===== config.mk =====
export PLATFORM = sky130hd
export DESIGN_NAME = bqbc_stack
export DESIGN_NICKNAME = d
export VERILOG_FILES = /design/src/rtl/bqbc_pkg.sv /design/src/rtl/bqbc_stack.sv
export SDC_FILE = /design/constraint.sdc
export NUM_CORES = 1
export LEC_CHECK = 0
export ABC_AREA = 1
export BUFFER_PORTS_ARGS = -buffer_cell sky130_fd_sc_hd__buf_2
export CORE_MARGIN = 1.5
export CORE_UTILIZATION = 55
export CTS_CLUSTER_DIAMETER = 120
export DETAILED_ROUTE_END_ITERATION = 7
export MAX_ROUTING_LAYER = met4
export PLACE_DENSITY = 0.73
export SLEW_MARGIN = 10
export SYNTH_ARGS = -nofsm -noshare
export SYNTH_HDL_FRONTEND = slang
export SYNTH_SLANG_ARGS = --single-unit

===== constraint.sdc =====
create_clock -name aclk -period 2.5 [get_ports aclk]
set_input_delay 0.125 -clock aclk [delete_from_list [all_inputs] [get_ports aclk]]
set_output_delay 0.125 -clock aclk [all_outputs]
set_load 0.05 [all_outputs]

===== src/rtl/bqbc_pkg.sv =====
// ----------------------------------------------------------------------------
// bqbc_pkg
// Shared types and character constants for the bracket/quote balance checker.
// ----------------------------------------------------------------------------
package bqbc_pkg;

    // Codes held on the open stack
    typedef enum logic [1:0] {
        CODE_CURLY  = 2'd0,
        CODE_SQUARE = 2'd1,
        CODE_DQUOTE = 2'd2,
        CODE_SQUOTE = 2'd3
    } bqbc_code_t;

    // Verdict codes; also used for the latched error
    typedef enum logic [1:0] {
        VERDICT_VALID    = 2'd0,
        VERDICT_MISMATCH = 2'd1,
        VERDICT_UNCLOSED = 2'd2,
        VERDICT_OVERFLOW = 2'd3
    } bqbc_verdict_t;

    // Characters of interest
    localparam logic [7:0] CH_LCURLY  = 8'h7B;  // {
    localparam logic [7:0] CH_RCURLY  = 8'h7D;  // }
    localparam logic [7:0] CH_LSQUARE = 8'h5B;  // [
    localparam logic [7:0] CH_RSQUARE = 8'h5D;  // ]
    localparam logic [7:0] CH_DQUOTE  = 8'h22;  // "
    localparam logic [7:0] CH_SQUOTE  = 8'h27;  // '

    // Stack command, one per accepted item
    typedef struct packed {
        logic       push;
        logic       pop;
        logic       clear;
        bqbc_code_t code;
    } bqbc_stack_op_t;

endpackage


===== src/rtl/bqbc_stack.sv =====
// ----------------------------------------------------------------------------
// bqbc_stack
// Open stack: top and second entry in registers, the rest in a memory.
// ----------------------------------------------------------------------------
module bqbc_stack #(
    parameter int STACK_DEPTH = 64
) (
    input  logic                             aclk,
    input  logic                             aresetn,
    input  bqbc_pkg::bqbc_stack_op_t         op,
    output bqbc_pkg::bqbc_code_t             top,
    output logic [$clog2(STACK_DEPTH+1)-1:0] level
);

    localparam int LW = $clog2(STACK_DEPTH + 1);
    localparam int AW = $clog2(STACK_DEPTH);

    // Entries 0 .. level-2 live in memory; entry level-1 lives in top_reg.
    bqbc_pkg::bqbc_code_t mem [STACK_DEPTH];

    logic [LW-1:0]        level_reg, level_next;
    bqbc_pkg::bqbc_code_t top_reg, top_next;
    bqbc_pkg::bqbc_code_t fwd_reg, fwd_next;
    logic                 fwd_valid_reg, fwd_valid_next;
    bqbc_pkg::bqbc_code_t rd_data_reg;
    bqbc_pkg::bqbc_code_t second;
    logic [AW-1:0]        wr_addr;
    logic [AW-1:0]        rd_addr;
    logic [LW-1:0]        rd_level;
    logic                 wr_en;

    // Entry below the top: just-pushed old top, else the prefetched word
    assign second = fwd_valid_reg ? fwd_reg : rd_data_reg;

    always_comb begin
        level_next     = level_reg;
        top_next       = top_reg;
        fwd_next       = fwd_reg;
        fwd_valid_next = fwd_valid_reg;
        if (op.push) begin
            level_next     = level_reg + LW'(1);
            top_next       = op.code;
            fwd_next       = top_reg;
            fwd_valid_next = 1'b1;
        end else if (op.pop) begin
            level_next     = level_reg - LW'(1);
            top_next       = second;
            fwd_valid_next = 1'b0;
        end
        if (op.clear) begin
            level_next = '0;
        end
    end

    // Old top spills to memory on a push onto a nonempty stack
    assign wr_en    = op.push && (level_reg != '0);
    assign wr_addr  = AW'(level_reg - LW'(1));
    // Prefetch the entry that will sit under the new top (wraps when unused)
    assign rd_level = level_next - LW'(2);
    assign rd_addr  = AW'(rd_level);

    always_ff @(posedge aclk) begin
        if (wr_en) begin
            mem[wr_addr] <= top_reg;
        end
        rd_data_reg <= mem[rd_addr];
    end

    always_ff @(posedge aclk) begin
        if (!aresetn) begin
            level_reg     <= '0;
            fwd_valid_reg <= 1'b0;
        end else begin
            level_reg     <= level_next;
            fwd_valid_reg <= fwd_valid_next;
        end
    end

    always_ff @(posedge aclk) begin
        top_reg <= top_next;
        fwd_reg <= fwd_next;
    end

    assign top   = top_reg;
    assign level = level_reg;

endmodule


==> impl_metrics.csv <==
group,metric,value,unit
status,status,"completed",
routing,dr.pass1.iters,7,
hold_path,hold_class,"in -> reg",
finish,fin_nets,681,
clock_network,clock-sinks,142,
die,io_pins,16,
placed_design,port_buffers,15,
clock_network,post-cts-setup-buffer-count,0,
pwr,pwr-share-comb,0.142,
grt,antenna_found_initial,0,
pwr,power_frac_clock,0.405,
setup_path,reg2reg_depth,14,
hold_path,hold_end,"top[0]",
setup_path,critPathMaxFanout,12,
finish,final_cell_mix,"nand3_1, edfxtp_1, nand2_1",
pwr,power_density,812,nW/µm²
sta,slew_headroom,0.633,
setup_path,cp.required,2870,ps
clock_network,cts_tree,"built",
placed_design,dp_hpwl,10800,µm
sta,rsz0062_at_grt,"no",
sta,drv_slew,0,
grt,grt_overflow,0,
grt,first_global_vias,5092,
synthesis,syn_nets,662,
sta,finalCritPeriodShare,0.905,
die,start_util,0.573,
pwr,power.share.sequential,0.452,
sta,finalHoldViolations,0,
sta,setup_tns,0,ps
sta,clock.fmax,442,MHz
routing,wl_per_cell,20.7,µm
finish,final_common_cell,"nand3_1",
clock_network,cts.clk_slew.worst_paths,60,ps
sta,min_period,2260,ps
pwr,leakagePower,2.71,nW
die,core_area,11600,µm²
die,die_h,113,µm
clock_network,cts_buffers,17,
synthesis,synthDistinctLibCells,28,
grt,grt_max_degree,65,
setup_path,crit-reg2reg-launch,"level[0]",
die,fp-row-count,39,
synthesis,synth_area_leaders,"edfxtp_1, nand3_1, nand4_1",
routing,vias,5303,
setup_path,end_kind,"flip-flop",
setup_path,start_kind,"flip-flop",
routing,vias_per_cell,6.43,
finish,drive_gt1_frac,0.130,
die,die_width,113,µm
grt,grt_pass1_wl,27100,µm
synthesis,synth_top_area_cell,"edfxtp_1",
routing,wirelength,17100,µm
synthesis,ys_warn_count,0,
hold_path,whs_path_depth,3,
pwr,switchingPower,1.59,mW
grt,grt_usage,0.295,
pwr,worst_ir_drop_vdd,0.000543,V
pwr,netSwitchingFraction,0.261,
sta,fin_skew,6.98,ps
sta,worstMarginPinSlew,550,ps
synthesis,synth_area_per_cell,10.2,µm²
setup_path,rr_endpoint,"rd_data_reg[0]",
job,drv_cap,0,
clock_network,insertion_delay,420,ps
placed_design,gp_congestion,0.989,
synthesis,synth.top_cell.area_share,0.598,
die,die_area,12700,µm²
finish,fin_area,7500,µm²
routing,ant_nets,0,
placed_design,place_area,6910,µm²
routing,drc,0,
clock_network,cts_buffer_depth,2,
sta,setup_viol_count_final,0,
setup_path,critical_path_class,"reg -> reg",
clock_network,root_buffer,"clkbuf_16",
synthesis,synthCells,651,
finish,synthToLayoutAreaGrowth,13.3,%
hold_path,min_from,"op[0]",
setup_path,ff2ff_setup_slack,240,ps
routing,drtIter0Drc,661,
synthesis,syn_area,6630,µm²
finish,largest_register_ffs,128,
setup_path,worst_ep_arrival_time,2630,ps
finish,n_antenna_cell,0,
synthesis,yosysSeqAreaShare,0.629,
pwr,power.internal,4.50,mW
synthesis,ys_ff_latch,142,
clock_network,h-tree-depth,4,
[worst max-delay path, stage by stage (launching register included)]
cell	delay (ps)
dfxtp_4	380
inv_2	90
ha_1	280
xnor2_2	160
nand2_1	70
nand3_1	100
ha_1	330
inv_1	170
buf_6	180
nand3_1	100
nand3_1	80
nand3_1	80
nand2_1	60
nand2_1	50
nand2_1	60
[worst max path at each step]
stage | end | start | slack [ps] | cells past startpoint
floorplan | rd_data_reg[0] | level[0] | 30 | 17
global placement | rd_data_reg[0] | level[0] | 320 | 13
detailed placement | rd_data_reg[0] | level[0] | 270 | 14
CTS | rd_data_reg[0] | level[0] | 250 | 14
global route | rd_data_reg[0] | level[0] | 20 | 14
finish | rd_data_reg[0] | level[0] | 240 | 14
[routing by layer]
layer,GRT usage,part of all wire,vias up,routed length [µm]
met5,-,0,-,0
li1,-,-,2405,-
met4,0.116,0.028,0,478
met1,0.388,0.42,2574,7120
met3,0.0637,0.076,48,1310
met2,0.455,0.48,276,8210
[what timing repair did]
| action | 4_1_cts | 5_1_grt |
|---|---|---|
| setup endpoints to repair | 0 | 1 |
| hold buffers | 1 | 0 |
| hold endpoints to repair | 1 | 0 |
| resized for setup | 0 | 2 |
[per-stage QoR]
| step | util | worst slack (ps) | instances | total power [mW] | hold WS (ps) |
|---|---|---|---|---|---|
| floorplan | - | 25.5 | 651 | 3.36 | 237 |
| global placement | 0.597 | 319 | 793 | 3.64 | 359 |
| detailed placement | 0.597 | 269 | 793 | 3.66 | 367 |
| CTS | 0.648 | 247 | 825 | 6.09 | 51.2 |
| global route | 0.649 | 24.3 | 825 | 6.29 | 89.4 |
| finish | 0.649 | 239 | 825 | 6.10 | 56.7 |
[Yosys cell counts]
| master | count |
|---|---|
| nor2_1 | 86 |
| nand3_2 | 2 |
| o221ai_1 | 1 |
| dfxtp_1 | 10 |
| buf_1 | 1 |
| nand4_1 | 72 |
| nor2_4 | 1 |
| o21ai_1 | 3 |
| buf_6 | 1 |
| inv_2 | 7 |
| buf_2 | 24 |
| buf_4 | 9 |
| nor2_2 | 3 |
| nor3_1 | 1 |
| a21oi_2 | 1 |
| xnor2_1 | 2 |
| o21ai_0 | 3 |
| clkinv_1 | 1 |
| inv_1 | 15 |
| nand3_1 | 141 |
| clkbuf_1 | 4 |
| a211oi_1 | 1 |
| nand2_2 | 5 |
| xor2_1 | 1 |
| nand2_1 | 112 |
| edfxtp_1 | 132 |
| a21oi_1 | 8 |
| ha_1 | 4 |
[layout make-up]
cell class / count / area, µm²
Clock buffer: 17 / 425
Clock inverter: 14 / 150
Fill cell: 905 / 4060
Inverter: 23 / 86.3
Multi-Input combinational cell: 447 / 2180
Sequential cell: 142 / 4170
Tap cell: 143 / 179
Timing Repair Buffer: 39 / 312
[kinds of logic (layout without fill, tap and decap cells)]
family	Yosys count	after routing	share of synthesized area
xor gates and xnor gates	3	3	0.00397
adders and majority gates	4	4	0.00755
and+or+nand+nor	423	423	0.300
AOI/OAI and AO/OA	17	17	0.0144
DFF	142	142	0.629
buffers and inverters	62	93	0.0459
[power by group through the flow]
stage                     sequential [mW]  combinational (mW)  clock, mW
after floorplan                      2.87               0.492          0
after global placement               2.81               0.831          0
after detailed placement             2.81               0.850          0
after CTS                            2.76               0.855       2.48
after global routing                 2.76               0.947       2.58
final                                2.76               0.866       2.47
Power figures use the tool's default switching activity.
